$ cat src/hdl/wots_message_digits_checksum_defines.svh
`ifndef WOTS_MESSAGE_DIGITS_CHECKSUM_DEFINES_SVH
`define WOTS_MESSAGE_DIGITS_CHECKSUM_DEFINES_SVH

`ifndef SYNTH
`define WMDC_ASSERT_IMP(label, clk, rst_n, ante, cons) \
    label: assert property (@(posedge clk) disable iff (!rst_n) (ante) |-> (cons)) \
        else $error("wmdc check failed");
`define WMDC_ASSERT_NXT(label, clk, rst_n, ante, cons) \
    label: assert property (@(posedge clk) disable iff (!rst_n) (ante) |=> (cons)) \
        else $error("wmdc check failed");
`else
`define WMDC_ASSERT_IMP(label, clk, rst_n, ante, cons)
`define WMDC_ASSERT_NXT(label, clk, rst_n, ante, cons)
`endif

`endif

$ cat src/hdl/wmdc_pkg.sv
package wmdc_pkg;

    localparam int DIGEST_BYTES    = 32;
    localparam int LOG_W           = 4;
    localparam int CHECKSUM_DIGITS = 3;

    localparam int BYTE_W   = 8;
    localparam int DIGIT_W  = 4;
    localparam int INDEX_W  = 7;
    localparam int CSUM_W   = 10;

    localparam int PER_BYTE     = BYTE_W / LOG_W;
    localparam int MSG_DIGITS   = DIGEST_BYTES * PER_BYTE;
    localparam int TOTAL_DIGITS = MSG_DIGITS + CHECKSUM_DIGITS;
    localparam int CSV_W        = CHECKSUM_DIGITS * LOG_W;
    localparam int IDX_W        = $clog2(TOTAL_DIGITS);
    localparam int STEP_W       = $clog2(PER_BYTE + CHECKSUM_DIGITS);
    localparam int BS_W         = (DIGEST_BYTES > 1) ? $clog2(DIGEST_BYTES) : 1;

    localparam int QUEUE_DEPTH = 2;
    localparam int QPTR_W      = 1;
    localparam int QCNT_W      = 2;

    typedef logic [LOG_W-1:0] t_wdigit;

    typedef struct packed {
        logic [BYTE_W-1:0] digest_byte;
        logic              final_byte;
    } t_entry;

endpackage

$ cat src/hdl/wmdc_if.sv
interface wmdc_byte_if import wmdc_pkg::*; ();
    logic              valid;
    logic              ready;
    logic [BYTE_W-1:0] digest_byte;

    modport source (output valid, output digest_byte, input ready);
    modport sink   (input valid, input digest_byte, output ready);
endinterface

interface wmdc_digit_if import wmdc_pkg::*; ();
    logic               valid;
    logic               ready;
    logic [DIGIT_W-1:0] digit;
    logic [INDEX_W-1:0] digit_index;
    logic               is_checksum;
    logic               last;

    modport source (output valid, output digit, output digit_index, output is_checksum,
                    output last, input ready);
    modport sink   (input valid, input digit, input digit_index, input is_checksum,
                    input last, output ready);
endinterface

$ cat src/hdl/wmdc_front.sv
module wmdc_front import wmdc_pkg::*; (
    input  logic              i_clk,
    input  logic              i_rst_n,
    input  logic              i_valid,
    output logic              o_ready,
    input  logic [BYTE_W-1:0] i_digest_byte,
    output logic              o_push,
    input  logic              i_push_ready,
    output t_entry            o_entry
);

    logic [BS_W-1:0] r_bytes;
    logic [BS_W-1:0] n_bytes;
    logic            is_final;

    assign is_final = (r_bytes == BS_W'(DIGEST_BYTES - 1));
    assign o_ready  = i_push_ready;
    assign o_push   = i_valid;

    assign o_entry.digest_byte = i_digest_byte;
    assign o_entry.final_byte  = is_final;

    always_comb begin
        n_bytes = r_bytes;
        if (i_valid && i_push_ready) begin
            n_bytes = is_final ? '0 : r_bytes + 1'b1;
        end
    end

    always_ff @(posedge i_clk) begin
        if (!i_rst_n) begin
            r_bytes <= '0;
        end else begin
            r_bytes <= n_bytes;
        end
    end

endmodule

$ cat src/hdl/wmdc_queue.sv
module wmdc_queue import wmdc_pkg::*; (
    input  logic   i_clk,
    input  logic   i_rst_n,
    input  logic   i_push,
    output logic   o_push_ready,
    input  t_entry i_entry,
    output logic   o_valid,
    input  logic   i_pop_ready,
    output t_entry o_entry
);

    t_entry            r_mem [QUEUE_DEPTH];
    logic [QPTR_W-1:0] r_wp;
    logic [QPTR_W-1:0] r_rp;
    logic [QCNT_W-1:0] r_cnt;
    logic              wr;
    logic              rd;

    assign o_push_ready = (r_cnt != QCNT_W'(QUEUE_DEPTH));
    assign o_valid      = (r_cnt != '0);
    assign o_entry      = r_mem[r_rp];
    assign wr           = i_push && o_push_ready;
    assign rd           = o_valid && i_pop_ready;

    always_ff @(posedge i_clk) begin
        if (wr) begin
            r_mem[r_wp] <= i_entry;
        end
    end

    always_ff @(posedge i_clk) begin
        if (!i_rst_n) begin
            r_wp  <= '0;
            r_rp  <= '0;
            r_cnt <= '0;
        end else begin
            if (wr) begin
                r_wp <= r_wp + 1'b1;
            end
            if (rd) begin
                r_rp <= r_rp + 1'b1;
            end
            unique case ({wr, rd})
                2'b10:   r_cnt <= r_cnt + 1'b1;
                2'b01:   r_cnt <= r_cnt - 1'b1;
                default: r_cnt <= r_cnt;
            endcase
        end
    end

endmodule

$ cat src/hdl/wmdc_back.sv
module wmdc_back import wmdc_pkg::*; (
    input  logic   i_clk,
    input  logic   i_rst_n,
    input  logic   i_valid,
    output logic   o_ready,
    input  t_entry i_entry,
    wmdc_digit_if.source o_digit
);

    typedef enum logic [2:0] {
        S_IDLE = 3'b001,
        S_MSG  = 3'b010,
        S_CSUM = 3'b100
    } t_state;

    t_state             r_state, n_state;
    logic [BYTE_W-1:0]  r_work, n_work;
    logic               r_final, n_final;
    logic [STEP_W-1:0]  r_step, n_step;
    logic [CSUM_W-1:0]  r_csum, n_csum;
    logic [CSV_W-1:0]   r_csv, n_csv;
    logic [IDX_W-1:0]   r_idx, n_idx;

    logic               r_out_valid, n_out_valid;
    logic [DIGIT_W-1:0] r_out_digit;
    logic [INDEX_W-1:0] r_out_index;
    logic               r_out_csum;
    logic               r_out_last;

    logic    emit;
    logic    last_step;
    logic    last_msg_step;
    logic    pop_ok;
    t_wdigit d_msg;
    t_wdigit d_csum;
    t_wdigit d_cur;
    logic    cur_csum;

    assign d_msg         = r_work[BYTE_W-1 -: LOG_W];
    assign d_csum        = r_csv[CSV_W-1 -: LOG_W];
    assign cur_csum      = (r_state == S_CSUM);
    assign d_cur         = cur_csum ? d_csum : d_msg;
    assign last_msg_step = (r_step == STEP_W'(PER_BYTE - 1));
    assign emit          = (r_state != S_IDLE) && (!r_out_valid || o_digit.ready);
    assign last_step     = cur_csum ? (r_step == STEP_W'(PER_BYTE + CHECKSUM_DIGITS - 1))
                                    : (last_msg_step && !r_final);
    assign pop_ok        = (r_state == S_IDLE) || (emit && last_step);
    assign o_ready       = pop_ok;

    always_comb begin
        n_state     = r_state;
        n_work      = r_work;
        n_final     = r_final;
        n_step      = r_step;
        n_csum      = r_csum;
        n_csv       = r_csv;
        n_idx       = r_idx;
        n_out_valid = r_out_valid;
        if (o_digit.ready) begin
            n_out_valid = 1'b0;
        end
        if (emit) begin
            n_out_valid = 1'b1;
            n_idx       = (cur_csum && last_step) ? '0 : r_idx + 1'b1;
            n_step      = r_step + 1'b1;
            unique case (r_state)
                S_MSG: begin
                    n_csum = r_csum + CSUM_W'(~d_msg);
                    n_csv  = CSV_W'(n_csum);
                    n_work = r_work << LOG_W;
                    if (last_msg_step) begin
                        if (r_final) begin
                            n_state = S_CSUM;
                            n_csum  = '0;
                        end else begin
                            n_state = S_IDLE;
                        end
                    end
                end
                S_CSUM: begin
                    n_csv = r_csv << LOG_W;
                    if (last_step) begin
                        n_state = S_IDLE;
                    end
                end
                default: begin
                    n_state = S_IDLE;
                end
            endcase
        end
        if (pop_ok && i_valid) begin
            n_state = S_MSG;
            n_work  = i_entry.digest_byte;
            n_final = i_entry.final_byte;
            n_step  = '0;
        end
    end

    always_ff @(posedge i_clk) begin
        if (!i_rst_n) begin
            r_state     <= S_IDLE;
            r_step      <= '0;
            r_csum      <= '0;
            r_idx       <= '0;
            r_out_valid <= 1'b0;
        end else begin
            r_state     <= n_state;
            r_step      <= n_step;
            r_csum      <= n_csum;
            r_idx       <= n_idx;
            r_out_valid <= n_out_valid;
        end
    end

    always_ff @(posedge i_clk) begin
        r_work  <= n_work;
        r_final <= n_final;
        r_csv   <= n_csv;
        if (emit) begin
            r_out_digit <= DIGIT_W'(d_cur);
            r_out_index <= INDEX_W'(r_idx);
            r_out_csum  <= cur_csum;
            r_out_last  <= cur_csum && last_step;
        end
    end

    assign o_digit.valid       = r_out_valid;
    assign o_digit.digit       = r_out_digit;
    assign o_digit.digit_index = r_out_index;
    assign o_digit.is_checksum = r_out_csum;
    assign o_digit.last        = r_out_last;

endmodule

$ cat src/hdl/wots_message_digits_checksum.sv
// channel    | dir | payload                                  | handshake
// -----------+-----+------------------------------------------+------------
// i_byte     | in  | digest_byte[7:0]                         | valid/ready
// o_digit    | out | digit[3:0] digit_index[6:0] is_checksum last | valid/ready
//
// each digest byte yields two digits at one digit per cycle while the output is not stalled,
// set by the single digit output register of the back end
// the final byte of a message adds three checksum digits
// a 2-entry queue between front and back accepts input while output stalls, until full
// synchronous active-low reset clears the byte counter, checksum, queue and output valid
`include "wots_message_digits_checksum_defines.svh"

module wots_message_digits_checksum import wmdc_pkg::*; (
    input  logic         i_clk,
    input  logic         i_rst_n,
    wmdc_byte_if.sink    i_byte,
    wmdc_digit_if.source o_digit
);

    logic   f_push;
    logic   f_push_ready;
    t_entry f_entry;
    logic   q_valid;
    logic   q_ready;
    t_entry q_entry;

    wmdc_front u_front (
        .i_clk        (i_clk),
        .i_rst_n      (i_rst_n),
        .i_valid      (i_byte.valid),
        .o_ready      (i_byte.ready),
        .i_digest_byte(i_byte.digest_byte),
        .o_push       (f_push),
        .i_push_ready (f_push_ready),
        .o_entry      (f_entry)
    );

    wmdc_queue u_queue (
        .i_clk       (i_clk),
        .i_rst_n     (i_rst_n),
        .i_push      (f_push),
        .o_push_ready(f_push_ready),
        .i_entry     (f_entry),
        .o_valid     (q_valid),
        .i_pop_ready (q_ready),
        .o_entry     (q_entry)
    );

    wmdc_back u_back (
        .i_clk  (i_clk),
        .i_rst_n(i_rst_n),
        .i_valid(q_valid),
        .o_ready(q_ready),
        .i_entry(q_entry),
        .o_digit(o_digit)
    );

    `WMDC_ASSERT_IMP(a_last_is_csum, i_clk, i_rst_n, o_digit.valid && o_digit.last, o_digit.is_checksum)
    `WMDC_ASSERT_IMP(a_last_index, i_clk, i_rst_n, o_digit.valid && o_digit.last, o_digit.digit_index == INDEX_W'(TOTAL_DIGITS - 1))
    `WMDC_ASSERT_NXT(a_accept_queued, i_clk, i_rst_n, i_byte.valid && i_byte.ready, q_valid)

endmodule

$ cat src/flat_wrapper.sv
// flat-port wrapper written by rule: the top's interface ports become plain ports
module wots_message_digits_checksum_flat import wmdc_pkg::*;
  (i_clk, i_rst_n, i_byte_valid, i_byte_digest_byte, i_byte_ready, o_digit_valid, o_digit_digit, o_digit_digit_index, o_digit_is_checksum, o_digit_last, o_digit_ready);
  wmdc_byte_if i_byte_i ();
  wmdc_digit_if o_digit_i ();
  input  logic i_clk;
  input  logic i_rst_n;
  input wire logic [$bits(i_byte_i.valid)-1:0] i_byte_valid;
  input wire logic [$bits(i_byte_i.digest_byte)-1:0] i_byte_digest_byte;
  output wire logic [$bits(i_byte_i.ready)-1:0] i_byte_ready;
  output wire logic [$bits(o_digit_i.valid)-1:0] o_digit_valid;
  output wire logic [$bits(o_digit_i.digit)-1:0] o_digit_digit;
  output wire logic [$bits(o_digit_i.digit_index)-1:0] o_digit_digit_index;
  output wire logic [$bits(o_digit_i.is_checksum)-1:0] o_digit_is_checksum;
  output wire logic [$bits(o_digit_i.last)-1:0] o_digit_last;
  input wire logic [$bits(o_digit_i.ready)-1:0] o_digit_ready;
  assign i_byte_i.valid = i_byte_valid;
  assign i_byte_i.digest_byte = i_byte_digest_byte;
  assign i_byte_ready = i_byte_i.ready;
  assign o_digit_valid = o_digit_i.valid;
  assign o_digit_digit = o_digit_i.digit;
  assign o_digit_digit_index = o_digit_i.digit_index;
  assign o_digit_is_checksum = o_digit_i.is_checksum;
  assign o_digit_last = o_digit_i.last;
  assign o_digit_i.ready = o_digit_ready;
  wots_message_digits_checksum u_core (.i_clk(i_clk), .i_rst_n(i_rst_n), .i_byte(i_byte_i), .o_digit(o_digit_i));
endmodule
$ cat config.mk
export PLATFORM = sky130hd
export DESIGN_NAME = wots_message_digits_checksum_flat
export DESIGN_NICKNAME = d
export VERILOG_FILES = /design/src/hdl/wmdc_pkg.sv /design/src/hdl/wmdc_if.sv /design/src/hdl/wmdc_front.sv /design/src/hdl/wmdc_queue.sv /design/src/hdl/wmdc_back.sv /design/src/hdl/wots_message_digits_checksum.sv /design/src/flat_wrapper.sv
export VERILOG_INCLUDE_DIRS = /design/src /design/src/hdl
export SDC_FILE = /design/constraint.sdc
export NUM_CORES = 1
export LEC_CHECK = 0
export BUFFER_PORTS_ARGS = -buffer_cell sky130_fd_sc_hd__buf_4
export CAP_MARGIN = 30
export CELL_PAD_IN_SITES_DETAIL_PLACEMENT = 1
export CELL_PAD_IN_SITES_GLOBAL_PLACEMENT = 2
export CORE_MARGIN = 2
export CORE_UTILIZATION = 40
export DETAILED_ROUTE_END_ITERATION = 16
export GPL_TIMING_DRIVEN = 0
export PLACE_DENSITY_LB_ADDON = 0.25
export SLEW_MARGIN = 20
export SYNTH_ARGS = -nofsm -noshare
export SYNTH_HDL_FRONTEND = slang
export SYNTH_SLANG_ARGS = --single-unit
$ cat constraint.sdc
create_clock -name i_clk -period 2.8 [get_ports i_clk]
set_clock_uncertainty 0.1 [all_clocks]
set_input_delay 0.14 -clock i_clk [delete_from_list [all_inputs] [get_ports i_clk]]
set_output_delay 0.14 -clock i_clk [all_outputs]
set_load 0.005 [all_outputs]
==> results_dict.tcl <==
set metrics [dict create \
    drtAntennaViolNets 0 \
    grt_busiest_layer "met2" \
    synth_nets 352 \
    synth_top_area_cell "edfxtp_1" \
    critPathKind "reg -> reg" \
    cp-start-kind "flop" \
    synth_area_per_cell_sq_um 11.6 \
    pin_count 27 \
    synth_top_area_share 0.411 \
    syn_to_final_growth_pct 19.4 \
    numCtsBuffers 9 \
    holdWs_ns 0.0451 \
    ys_seq_elements 86 \
    grtUsageMet3 0.0311 \
    grt_pass1_wl_um 11500 \
    fmax_ghz 0.389 \
    tightest_slew_ns 0.800 \
    drive_gt1_frac 0.170 \
    num_vias 2423 \
    htree_levels 3 \
    route.detailed.drc 0 \
    synth_cell_types 49 \
    ys_seq_area_frac 0.591 \
    synth_area_leaders "edfxtp_1, dfxtp_1, xnor2_1, ha_1, o21ai_0" \
    r2r_setup_slack_ns 0.23 \
    nets 401 \
    slew_headroom 0.466 \
    via_per_inst 4.74 \
    powerDensity_nw_per_um2 875 \
    hp-class "in -> reg" \
    rsz0062_at_grt "no" \
    grt_use_met1 0.179 \
    track_usage 0.145 \
    r2r_cells 10 \
    outcome "complete, no violations" \
    start_util 0.411 \
    p_leak_nw 1.65 \
    fp-row-count 35 \
    whs_path_depth 3 \
    core_sq_um 9240 \
    die-area_sq_um 10300 \
    netlist_instances 328 \
    cts_tree "built" \
    io_buffer_count 26 \
    setup-violations-final 0 \
    grt_overflow 0 \
    multi_input_area_sq_um 1470 \
    clock_latency_ns 0.34 \
    fin_crit_ns 2.57 \
    yosys_warnings 0 \
    die_x_um 101 \
    end_kind "flop" \
    seq_area_sq_um 2240 \
    ir_drop_mv 0.408 \
    hold_viol 0 \
    placed_area_sq_um 4170 \
    antenna_cells 0 \
    dp_hpwl_um 5090 \
    max_cap_violations 0 \
    grt_start_max_net_pins 22 \
    finalSetupTns_ns 0 \
    final_cell_mix "edfxtp_1, dfxtp_1, nand2_1, buf_4, nor2_1" \
    crit_path_max_fanout 10 \
    die_h_um 101 \
    critPathArrivalTime_ns 2.74 \
    synth_edf_count 52 \
    synth_ff_type "edfxtp_1" \
    fillers 987 \
    mostFrequentLayoutCell "edfxtp_1" \
    required_ns 2.97 \
    drv_slew 0 \
    synth_area_sq_um 3800 \
    met2_usage 0.254 \
    final_area_sq_um 4530 \
    gp_congestion 0.772 \
    fin_crit_sh 0.918 \
    grt_pass1_vias 2424 \
    antenna_found_initial 0 \
    clkSinkCount 86 \
    wl_per_cell_um 13.6 \
    totalWireLength_um 6940 \
    clk_pin_slew_ns 0.09 \
    drt-pass1-iter-count 4 \
    ys_async_sr_fraction 0 \
    clock-root-buffer "clkbuf_8" \
    drtIter0Drc 38 \
    cts_buffer_depth 2 \
]
cells in the mapped netlist (all sizes together) (5+ instances only):
cell and n:
nor2 27, ha 11, mux2i 11, o21ai 26, nand2 33, a21oi 11, and2 7, edfxtp 52
nor2b 12, inv 16, a21boi 7, nand2b 5, dfxtp 34, xnor2 16, clkbuf 7
sequential cells by signal, indices dropped and copies added, names as in the netlist, named ones only:
name / count
u_core.u_back.o_digit.is_checksum: 1
u_core.u_front.r_bytes: 5
u_core.u_queue.r_mem: 18
u_core.u_back.r_state: 3
u_core.u_back.o_digit.last: 1
u_core.u_back.o_digit.valid: 1
u_core.u_back.r_csv: 12
u_core.u_back.r_work: 8
u_core.u_back.r_csum: 10
u_core.u_back.o_digit.digit: 4
u_core.u_back.o_digit.digit_index: 7
u_core.u_queue.r_wp: 1
u_core.u_queue.r_rp: 1
u_core.u_queue.r_cnt: 2
u_core.u_back.r_step: 3
u_core.u_back.r_final: 1
u_core.u_back.r_idx: 7
area by class of cell:
type,instances,share of cell area
flip-flops and latches,86,0.495
multi-input cells,215,0.324
repair buffers,38,0.0687
well taps,129,0.0356
clock buffers,11,0.0290
clock inverters,5,0.0235
inverters,16,0.0133
plain buffers,11,0.0108
worst max-delay path, cell delays in order, from the launching register on:
cell	delay (ns)
dfxtp_1	0.33
inv_1	0.08
ha_1	0.17
or3b_2	0.48
mux2i_4	0.18
a21oi_4	0.12
buf_4	0.19
inv_1	0.07
ha_1	0.25
or3_1	0.37
a21boi_0	0.16
timing repair:
action,CTS,global route
endpoints found under the hold margin,18,0
endpoints found under the setup margin,0,1
resized for setup,0,3
hold buffers,9,0
buffers inserted,0,1
layer usage:
layer	wire length, um	share of wire
met1	3220	0.46
met2	3540	0.51
met4	38	0.0055
met5	0	0
met3	137	0.020
kinds of logic after synthesis:
kind of cell	synth area share
adders and majority gates	0.0415
AOI/OAI and AO/OA	0.106
xor gates and xnor gates	0.0461
buffers and inverters	0.0287
DFF	0.591
and+or+nand+nor	0.155
muxes	0.0320
metrics by stage:
step / worst slack (ns) / std cells / util / total power, mW
floorplan: 0.255 / 328 / - / 2.58
detailed placement: 0.0442 / 484 / 0.451 / 2.97
CTS: 0.0129 / 509 / 0.487 / 4.02
finish: 0.231 / 511 / 0.490 / 3.97
global route: 0.0339 / 511 / 0.490 / 4.24
global placement: -0.266 / 483 / 0.449 / 2.91
report_power, final:
| part | switching, mW | leakage (nW) | internal [mW] |
|---|---|---|---|
| logic | 0.615 | 0.769 | 0.502 |
| registers | 0.125 | 0.762 | 1.70 |
| clock network | 0.429 | 0.114 | 0.597 |
worst paths after layout:
path / startpoint / to
min: o_digit_ready / u_core.u_back.o_digit.valid
max: u_core.u_back.r_step[1] / u_core.u_queue.r_cnt[1]
max reg2reg: u_core.u_back.r_step[1] / u_core.u_queue.r_cnt[1]
min reg2reg: u_core.u_back.r_idx[6] / u_core.u_back.o_digit.digit_index[6]
(Power assumes the default switching activity.)
